File: config.mk
export PLATFORM = sky130hd
export DESIGN_NAME = route_advert_frame_parser
export DESIGN_NICKNAME = d
export VERILOG_FILES = /design/src/design/rafp_pkg.sv /design/src/design/rafp_parser.sv /design/src/design/rafp_out_queue.sv /design/src/design/route_advert_frame_parser.sv
export SDC_FILE = /design/constraint.sdc
export NUM_CORES = 1
export LEC_CHECK = 0
export BUFFER_PORTS_ARGS = -buffer_cell sky130_fd_sc_hd__buf_4
export CORE_MARGIN = 2
export CORE_UTILIZATION = 55
export CTS_CLUSTER_DIAMETER = 60
export CTS_CLUSTER_SIZE = 40
export DETAILED_ROUTE_END_ITERATION = 10
export PLACE_DENSITY_LB_ADDON = 0.25
export SYNTH_ARGS = -nofsm -noshare
export SYNTH_HDL_FRONTEND = slang
export SYNTH_SLANG_ARGS = --single-unit
File: constraint.sdc
create_clock -name i_clk -period 6.5 [get_ports i_clk]
set_clock_uncertainty 0.05 [all_clocks]
set_input_delay 0.65 -clock i_clk [delete_from_list [all_inputs] [get_ports i_clk]]
set_output_delay 0.65 -clock i_clk [all_outputs]
set_load 0.03 [all_outputs]
File: src/design/rafp_pkg.sv
// ----------------------------------------------------------------------------
// rafp_pkg
// Types and constants shared by the route advertisement parser modules.
// ----------------------------------------------------------------------------
package rafp_pkg;

    localparam logic [7:0] TYPE_MARKER  = 8'h01;
    localparam logic [9:0] HDR_END_POS  = 10'd15;   // last byte of the fixed header
    localparam logic [9:0] COUNT_POS    = 10'd16;
    localparam logic [9:0] INDEX_MAX    = 10'd1023;
    localparam logic [7:0] COST_RESET   = 8'd16;

    localparam int Q_DEPTH = 4;
    localparam int Q_PTR_W = $clog2(Q_DEPTH);
    localparam int Q_CNT_W = $clog2(Q_DEPTH + 1);

    typedef enum logic [2:0] {
        K_HEADER  = 3'd0,
        K_ROUTE   = 3'd1,
        K_OK      = 3'd2,
        K_SHORT   = 3'd3,
        K_BADTYPE = 3'd4
    } t_kind;

    typedef struct packed {
        t_kind        kind;
        logic [7:0]   source_router;
        logic [15:0]  source_locator;
        logic [63:0]  source_extended;
        logic [31:0]  sequence_count;
        logic [7:0]   announced_routes;
        logic [7:0]   entry_router;
        logic [7:0]   entry_cost;
        logic         entry_reachable;
        logic [7:0]   routes_delivered;
        logic         run_last;
    } t_result;

    // Results produced by one byte: num is 0, 1 or 2, res[0] goes out first.
    typedef struct packed {
        logic [1:0]        num;
        t_result [1:0]     res;
    } t_push;

endpackage

File: src/design/rafp_parser.sv
// ----------------------------------------------------------------------------
// rafp_parser
// Input register, message state and result building for one byte per cycle while the queue has room.
// ----------------------------------------------------------------------------
module rafp_parser (
    input  logic             i_clk,
    input  logic             i_rst_n,
    input  logic             i_in_valid,
    output logic             o_in_ready,
    input  logic [7:0]       i_data_byte,
    input  logic             i_last_byte,
    input  logic             i_cfg_wr_en,
    input  logic [7:0]       i_cfg_wr_data,
    input  logic             i_space_ok,
    output rafp_pkg::t_push  o_push
);
    import rafp_pkg::*;

    logic         r_in_valid;
    logic [7:0]   r_in_data;
    logic         r_in_last;
    logic [7:0]   r_infinite_cost;

    logic [9:0]   r_byte_index;
    logic         r_type_good;
    logic [7:0]   r_router;
    logic [15:0]  r_locator;
    logic [63:0]  r_extended;
    logic [31:0]  r_sequence;
    logic [7:0]   r_count;
    logic [7:0]   r_delivered;
    logic [7:0]   r_pair_first;

    logic         n_type_good;
    logic [7:0]   n_router;
    logic [15:0]  n_locator;
    logic [63:0]  n_extended;
    logic [31:0]  n_sequence;
    logic [7:0]   n_count;
    logic [7:0]   n_delivered;
    logic [7:0]   n_pair_first;

    logic         fire;
    logic         route_hit;
    logic         header_hit;
    logic [2:0]   ext_idx;
    logic [5:0]   ext_sel;
    logic [4:0]   seq_sel;
    t_result      src_res;
    t_result      first_res;
    t_result      end_res;

    assign fire       = r_in_valid && i_space_ok;
    assign o_in_ready = !r_in_valid || fire;

    assign ext_idx = r_byte_index[2:0] - 3'd4;
    assign ext_sel = {ext_idx, 3'b000};
    assign seq_sel = {r_byte_index[1:0], 3'b000};

    // Field capture. Every header position is written once per message into
    // cleared registers, so a plain byte write matches the OR-assembly.
    always_comb begin
        n_type_good  = r_type_good;
        n_router     = r_router;
        n_locator    = r_locator;
        n_extended   = r_extended;
        n_sequence   = r_sequence;
        n_count      = r_count;
        n_delivered  = r_delivered;
        n_pair_first = r_pair_first;
        route_hit    = 1'b0;
        if (r_byte_index == 10'd0) begin
            n_type_good = (r_in_data == TYPE_MARKER);
        end else if (r_byte_index == 10'd1) begin
            n_router = r_in_data;
        end else if (r_byte_index <= 10'd3) begin
            if (r_byte_index[0]) begin
                n_locator[15:8] = r_in_data;
            end else begin
                n_locator[7:0] = r_in_data;
            end
        end else if (r_byte_index <= 10'd11) begin
            n_extended[ext_sel +: 8] = r_in_data;
        end else if (r_byte_index <= HDR_END_POS) begin
            n_sequence[seq_sel +: 8] = r_in_data;
        end else if (r_byte_index == COUNT_POS) begin
            n_count = r_in_data;
        end else if (r_byte_index != INDEX_MAX) begin
            if (r_byte_index[0]) begin
                n_pair_first = r_in_data;
            end else if (r_type_good && (r_delivered < r_count)) begin
                n_delivered = r_delivered + 8'd1;
                route_hit   = 1'b1;
            end
        end
    end

    assign header_hit = n_type_good &&
                        ((r_byte_index == COUNT_POS) ||
                         ((r_byte_index == HDR_END_POS) && r_in_last));

    always_comb begin
        src_res                  = '0;
        src_res.kind             = K_HEADER;
        src_res.source_router    = n_router;
        src_res.source_locator   = n_locator;
        src_res.source_extended  = n_extended;
        src_res.sequence_count   = n_sequence;
        src_res.announced_routes = n_count;

        first_res = src_res;
        if (route_hit) begin
            first_res.kind             = K_ROUTE;
            first_res.entry_router     = r_pair_first;
            first_res.entry_cost       = r_in_data;
            first_res.entry_reachable  = (r_in_data < r_infinite_cost);
            first_res.routes_delivered = n_delivered;
        end

        // A failed message reports no sender fields.
        if (r_byte_index < HDR_END_POS) begin
            end_res      = '0;
            end_res.kind = K_SHORT;
        end else if (!n_type_good) begin
            end_res      = '0;
            end_res.kind = K_BADTYPE;
        end else begin
            end_res      = src_res;
            end_res.kind = K_OK;
        end
        end_res.routes_delivered = n_delivered;
        end_res.run_last         = 1'b1;

        o_push = '0;
        if (fire) begin
            o_push.num = {1'b0, route_hit || header_hit} + {1'b0, r_in_last};
        end
        o_push.res[0] = (route_hit || header_hit) ? first_res : end_res;
        o_push.res[1] = end_res;
    end

    always_ff @(posedge i_clk) begin
        if (!i_rst_n) begin
            r_in_valid <= 1'b0;
        end else if (o_in_ready) begin
            r_in_valid <= i_in_valid;
        end
    end

    always_ff @(posedge i_clk) begin
        if (o_in_ready && i_in_valid) begin
            r_in_data <= i_data_byte;
            r_in_last <= i_last_byte;
        end
    end

    always_ff @(posedge i_clk) begin
        if (!i_rst_n) begin
            r_infinite_cost <= COST_RESET;
        end else if (i_cfg_wr_en) begin
            r_infinite_cost <= i_cfg_wr_data;
        end
    end

    always_ff @(posedge i_clk) begin
        if (!i_rst_n) begin
            r_byte_index <= '0;
            r_type_good  <= 1'b0;
            r_router     <= '0;
            r_locator    <= '0;
            r_extended   <= '0;
            r_sequence   <= '0;
            r_count      <= '0;
            r_delivered  <= '0;
            r_pair_first <= '0;
        end else if (fire) begin
            if (r_in_last) begin
                r_byte_index <= '0;
                r_type_good  <= 1'b0;
                r_router     <= '0;
                r_locator    <= '0;
                r_extended   <= '0;
                r_sequence   <= '0;
                r_count      <= '0;
                r_delivered  <= '0;
                r_pair_first <= '0;
            end else begin
                if (r_byte_index != INDEX_MAX) begin
                    r_byte_index <= r_byte_index + 10'd1;
                end
                r_type_good  <= n_type_good;
                r_router     <= n_router;
                r_locator    <= n_locator;
                r_extended   <= n_extended;
                r_sequence   <= n_sequence;
                r_count      <= n_count;
                r_delivered  <= n_delivered;
                r_pair_first <= n_pair_first;
            end
        end
    end

    a_index_clears: assert property (@(posedge i_clk) disable iff (!i_rst_n)
        (fire && r_in_last) |=> (r_byte_index == 10'd0 && r_delivered == 8'd0))
        else $error("message state not cleared after final byte");

    a_end_goes_last: assert property (@(posedge i_clk) disable iff (!i_rst_n)
        (o_push.num == 2'd2) |-> (r_in_last && !o_push.res[0].run_last))
        else $error("end-of-message result not placed last");

    a_routes_bounded: assert property (@(posedge i_clk) disable iff (!i_rst_n)
        (o_push.num != 2'd0 && o_push.res[0].kind == K_ROUTE) |->
            (o_push.res[0].routes_delivered <= o_push.res[0].announced_routes))
        else $error("more routes delivered than announced");

endmodule

File: src/design/rafp_out_queue.sv
// ----------------------------------------------------------------------------
// rafp_out_queue
// Small result queue: takes up to two results a cycle, hands out one while the reader is ready.
// ----------------------------------------------------------------------------
module rafp_out_queue (
    input  logic               i_clk,
    input  logic               i_rst_n,
    input  rafp_pkg::t_push    i_push,
    output logic               o_space_ok,
    output logic               o_out_valid,
    input  logic               i_out_ready,
    output rafp_pkg::t_result  o_result
);
    import rafp_pkg::*;

    t_result               r_mem [Q_DEPTH];
    logic [Q_PTR_W-1:0]    r_wptr;
    logic [Q_PTR_W-1:0]    r_rptr;
    logic [Q_CNT_W-1:0]    r_count;
    logic                  pop;
    logic [Q_PTR_W-1:0]    wptr_next;

    assign pop         = o_out_valid && i_out_ready;
    assign o_out_valid = (r_count != '0);
    assign o_result    = r_mem[r_rptr];
    // Room for the worst case of two results from one byte.
    assign o_space_ok  = (r_count <= Q_CNT_W'(Q_DEPTH - 2));
    assign wptr_next   = r_wptr + {{(Q_PTR_W-1){1'b0}}, 1'b1};

    always_ff @(posedge i_clk) begin
        if (i_push.num != 2'd0) begin
            r_mem[r_wptr] <= i_push.res[0];
        end
        if (i_push.num == 2'd2) begin
            r_mem[wptr_next] <= i_push.res[1];
        end
    end

    always_ff @(posedge i_clk) begin
        if (!i_rst_n) begin
            r_wptr  <= '0;
            r_rptr  <= '0;
            r_count <= '0;
        end else begin
            r_wptr  <= r_wptr + Q_PTR_W'(i_push.num);
            r_count <= r_count + Q_CNT_W'(i_push.num) - Q_CNT_W'(pop);
            if (pop) begin
                r_rptr <= r_rptr + {{(Q_PTR_W-1){1'b0}}, 1'b1};
            end
        end
    end

    a_no_overflow: assert property (@(posedge i_clk) disable iff (!i_rst_n)
        r_count <= Q_CNT_W'(Q_DEPTH))
        else $error("result queue overflow");

    a_push_has_room: assert property (@(posedge i_clk) disable iff (!i_rst_n)
        (i_push.num != 2'd0) |-> o_space_ok)
        else $error("results pushed without room");

    a_pop_drains: assert property (@(posedge i_clk) disable iff (!i_rst_n)
        (pop && i_push.num == 2'd0) |=> (r_count == $past(r_count) - 1'b1))
        else $error("queue count did not drop on a lone read");

endmodule

File: src/design/route_advert_frame_parser.sv
// ----------------------------------------------------------------------------
// route_advert_frame_parser
// Routing advertisement parser: header fields, route entries, end status.
// ----------------------------------------------------------------------------
// The block takes one message byte per transaction and accepts a byte in every
// cycle while the output queue has room. A byte is held in the input register,
// where captured fields and counters are updated; its results are written into
// a four-entry output queue, from which the first result can be taken. Most
// bytes give at most one result; the final byte can give two (a header or route
// followed by the end status), and the queue then drains one result per cycle
// while the reader is ready. A byte leaves the input register only while the
// queue holds two or fewer results, the only thing that slows intake. The
// unreachable-cost limit resets to 16; the user writes it via the configuration
// port while no message is in flight, which the block itself does not enforce.
module route_advert_frame_parser (
    input  logic          i_clk,
    input  logic          i_rst_n,
    input  logic          i_cfg_wr_en,
    input  logic [7:0]    i_cfg_wr_data,
    input  logic          i_in_valid,
    output logic          o_in_ready,
    input  logic [7:0]    i_data_byte,
    input  logic          i_last_byte,
    output logic          o_out_valid,
    input  logic          i_out_ready,
    output logic [2:0]    o_result_kind,
    output logic [7:0]    o_source_router,
    output logic [15:0]   o_source_locator,
    output logic [63:0]   o_source_extended,
    output logic [31:0]   o_sequence_count,
    output logic [7:0]    o_announced_routes,
    output logic [7:0]    o_entry_router,
    output logic [7:0]    o_entry_cost,
    output logic          o_entry_reachable,
    output logic [7:0]    o_routes_delivered,
    output logic          o_run_last
);
    import rafp_pkg::*;

    t_push    push;
    t_result  result;
    logic     space_ok;

    rafp_parser u_parser (
        .i_clk         (i_clk),
        .i_rst_n       (i_rst_n),
        .i_in_valid    (i_in_valid),
        .o_in_ready    (o_in_ready),
        .i_data_byte   (i_data_byte),
        .i_last_byte   (i_last_byte),
        .i_cfg_wr_en   (i_cfg_wr_en),
        .i_cfg_wr_data (i_cfg_wr_data),
        .i_space_ok    (space_ok),
        .o_push        (push)
    );

    rafp_out_queue u_out_queue (
        .i_clk       (i_clk),
        .i_rst_n     (i_rst_n),
        .i_push      (push),
        .o_space_ok  (space_ok),
        .o_out_valid (o_out_valid),
        .i_out_ready (i_out_ready),
        .o_result    (result)
    );

    assign o_result_kind      = result.kind;
    assign o_source_router    = result.source_router;
    assign o_source_locator   = result.source_locator;
    assign o_source_extended  = result.source_extended;
    assign o_sequence_count   = result.sequence_count;
    assign o_announced_routes = result.announced_routes;
    assign o_entry_router     = result.entry_router;
    assign o_entry_cost       = result.entry_cost;
    assign o_entry_reachable  = result.entry_reachable;
    assign o_routes_delivered = result.routes_delivered;
    assign o_run_last         = result.run_last;

endmodule
==> results.sh <==
export IMPL_areaGrowthSynthToFinish_pct=11.0
export IMPL_required_ns=6.82
export IMPL_routedWlPerCell_microns=24.7
export IMPL_vdd_drop_max_mv=0.446
export IMPL_post_cts_buffers=0
export IMPL_p_total_uw=11900
export IMPL_cts_root_buffer="clkbuf_16"
export IMPL_netlist_top_cells_count="nor2_1, edfxtp_1, dfxtp_1"
export IMPL_cap_viol_max_count=0
export IMPL_critPathArrivalTime_ns=6.35
export IMPL_grt_overflow_total=0
export IMPL_fin_area_sq_mm=0.0384
export IMPL_start_util_pct=55.9
export IMPL_grt_util_all_layers_pct=27.7
export IMPL_hold_class="in -> reg"
export IMPL_comb_power_share_pct=22.2
export IMPL_place_area_sq_mm=0.0366
export IMPL_utilization_pct=62.0
export IMPL_power_frac_seq_pct=47.7
export IMPL_htree_levels=2
export IMPL_min_from="i_data_byte[3]"
export IMPL_swShare_pct=31.1
export IMPL_syn_avg_cell_area_sq_um=13.0
export IMPL_leakage_uw=0.0130
export IMPL_p_int_uw=8210
export IMPL_final_nets=2788
export IMPL_fin_crit_sh_pct=92.7
export IMPL_grt_pass1_wl_microns=136000
export IMPL_antenna_found_initial=0
export IMPL_power_switching_uw=3700
export IMPL_cts_resized=0
export IMPL_syn_num_nets=2712
export IMPL_critPathLaunchType="register"
export IMPL_synth_edf_count=565
export IMPL_drv_slew=0
export IMPL_synth_area_leaders="edfxtp_1, dfxtp_1, mux4_2"
export IMPL_reg2reg_to="u_out_queue.r_mem[2][123]"
export IMPL_cts_tree="yes"
export IMPL_synth_largest_area_cell="edfxtp_1"
export IMPL_async_flop_share_pct=0
export IMPL_synth_seq_cells=810
export IMPL_grt_max_degree=141
export IMPL_fp_dieW_microns=255
export IMPL_clk_latency_ns=0.64
export IMPL_hold_buffers=0
export IMPL_drt_pass1_iterations=6
export IMPL_rows=91
export IMPL_tightest_slew_ns=1.16
export IMPL_place_congestion=0.854
export IMPL_coreArea_sq_mm=0.0619
export IMPL_route_met2_wl_microns=44800
export IMPL_ys_types=72
export IMPL_worstPathMaxFanout=50
export IMPL_worst_setup_path_end_kind="register"
export IMPL_netlist_area_leader_share_pct=49.0
export IMPL_dieArea_sq_mm=0.0649
export IMPL_min_period_ns=6.02
export IMPL_setup_viol=0
export IMPL_pwr_density_cell_mw_per_mm2=310
export IMPL_worst_r2r_path_depth=16
export IMPL_rsz0062_at_grt="no"
export IMPL_die_h_microns=255
export IMPL_crit_type="reg -> reg"
export IMPL_clkTransAtPathRegs_ns=0.10
export IMPL_numClockSinks=810
export IMPL_yosys_most_used_dff="edfxtp_1"
export IMPL_r2r_start="u_parser.r_byte_index[0]"
export IMPL_r2r_slack_ns=0.48
export IMPL_final_setup_tns_ns=0
export IMPL_dr_wl_met3_microns=6440
export IMPL_yosysMostFrequentCell="nor2_1"
export IMPL_drc=0
export IMPL_vias_per_cell=6.24
export IMPL_dp_hpwl_microns=51200
export IMPL_grt_pass1_vias=22700
export IMPL_antenna_left=0
export IMPL_synth_warnings=0
export IMPL_synthCells=2662
export IMPL_numCtsBuffers=46
export IMPL_io_pins=181
export IMPL_netlist_area_sq_mm=0.0346
export IMPL_fillCellCount=4751
export IMPL_clkPwrFrac_pct=30.1
export IMPL_clockBufferDepth=3
export IMPL_drive_above_1_share_pct=18.6
export IMPL_final_hold_viol_count=0
export IMPL_drt_iter0_drc=2265
export IMPL_timing_slew_headroom_pct=22.5
export IMPL_highest_layer="met4"
export IMPL_n_antenna_cell=0
export IMPL_io_buffers=180
export IMPL_wl_met1_microns=36100
export IMPL_via_count=22500
export IMPL_hold_depth=1
export IMPL_holdWs_ns=0.142
export IMPL_status="finished, final reports clean"
export IMPL_wirelength_microns=89100
export IMPL_fmax_ghz=0.166
export IMPL_ys_seq_area_share_pct=63.2
export IMPL_holdPathEnd="u_parser.r_in_data[3]"
## metal layers
layer / GRT usage [%] / vias to the layer above
met3: 3.66 / 125
met5: 0 / -
met2: 47.0 / 970
met1: 38.2 / 11500
met4: 6.92 / 0
li1: - / 9910
## worst max-delay path by stage
stage,startpoint,to,slack (ns),cells after the start
CTS,u_parser.r_byte_index[0],u_out_queue.r_mem[2][123],0.54,16
floorplan,u_parser.r_byte_index[0],u_out_queue.r_mem[0][138],0.03,20
global route,u_parser.r_byte_index[0],u_out_queue.r_mem[2][117],0.14,16
detailed placement,u_parser.r_byte_index[0],u_out_queue.r_mem[2][123],0.57,16
finish,u_parser.r_byte_index[0],u_out_queue.r_mem[2][123],0.48,16
global placement,u_parser.r_byte_index[0],u_out_queue.r_mem[2][92],0.77,16
## through the flow
step,worst slack [ns],instances
finish,0.477,3612
detailed placement,0.574,3527
global route,0.136,3612
CTS,0.542,3612
floorplan,0.0298,2662
global placement,0.766,3527
## flip-flops by register name, indices dropped and copies added, names as in the netlist, named ones only
name and cells:
u_parser.r_count 8, u_out_queue.r_wptr 2, u_parser.r_delivered 8, u_parser.r_sequence 32, u_out_queue.r_rptr 2, u_parser.r_router 8, u_parser.r_in_last 1, u_parser.r_pair_first 8
u_parser.r_in_valid 1, u_parser.r_extended 64, u_parser.r_infinite_cost 8, u_out_queue.r_mem 628, u_parser.r_type_good 1, u_out_queue.r_count 3, u_parser.r_in_data 8, u_parser.r_locator 16
u_parser.r_byte_index 10
## final cells by class
cell class / instances / area, sq um / share of cell area [%]
multi-input combinational: 1616 / 11700 / 30.5
sequential: 810 / 21900 / 57.0
timing repair buffer: 229 / 1820 / 4.74
clock buffer: 50 / 1220 / 3.17
tap: 837 / 1050 / 2.73
inverter: 35 / 149 / 0.388
clock inverter: 35 / 567 / 1.48
## layout by cell type, fill, tap and decap left out, types with 12 or more instances in the layout
| cell type | n |
|---|---|
| nor3_1 | 12 |
| inv_1 | 30 |
| nand4_1 | 12 |
| dfxtp_1 | 243 |
| xnor2_1 | 14 |
| o21ai_0 | 20 |
| nor2_1 | 724 |
| nand2_1 | 72 |
| a21oi_1 | 69 |
| ha_1 | 27 |
| edfxtp_1 | 565 |
| mux4_2 | 157 |
| nand3_1 | 26 |
| and2_1 | 18 |
| a22oi_1 | 101 |
| o21ai_1 | 15 |
| clkbuf_16 | 47 |
| mux2i_1 | 87 |
| and3_1 | 41 |
| buf_4 | 221 |
| a22o_1 | 72 |
## cell families after synthesis
| kind of cell | Yosys count | synth area share, % |
|---|---|---|
| compound gates | 334 | 6.89 |
| xor+xnor | 22 | 0.557 |
| fa+ha+maj | 28 | 1.03 |
| buf+inv | 236 | 3.15 |
| flops | 810 | 63.2 |
| mux | 246 | 12.8 |
| simple gates | 986 | 12.3 |
## power groups by stage
| stage | Clock, uW | Combinational [uW] | Sequential (uW) |
|---|---|---|---|
| 6_report | 3590 | 2640 | 5680 |
| 5_1_grt | 3800 | 2770 | 5690 |
| 4_1_cts | 3610 | 2680 | 5680 |
| 3_5_place_dp | 0 | 2670 | 5800 |
| 3_3_place_gp | 0 | 2660 | 5790 |
| 2_1_floorplan | 0 | 1820 | 5730 |
## critical path, stage by stage, from the launching register on
cell	delay, ns
dfxtp_1	0.32
buf_4	0.24
inv_1	0.19
ha_1	0.36
or3b_2	0.25
a211oi_2	0.08
nor3_2	0.74
nand2_2	0.25
nand2_1	0.31
ha_1	0.36
or2_2	0.33
and3_1	0.28
nand2_1	0.16
clkinvlp_4	0.42
nand3_4	0.79
buf_4	0.50
nor2_1	0.09
Note: power is estimated with default switching activity, not from simulation.
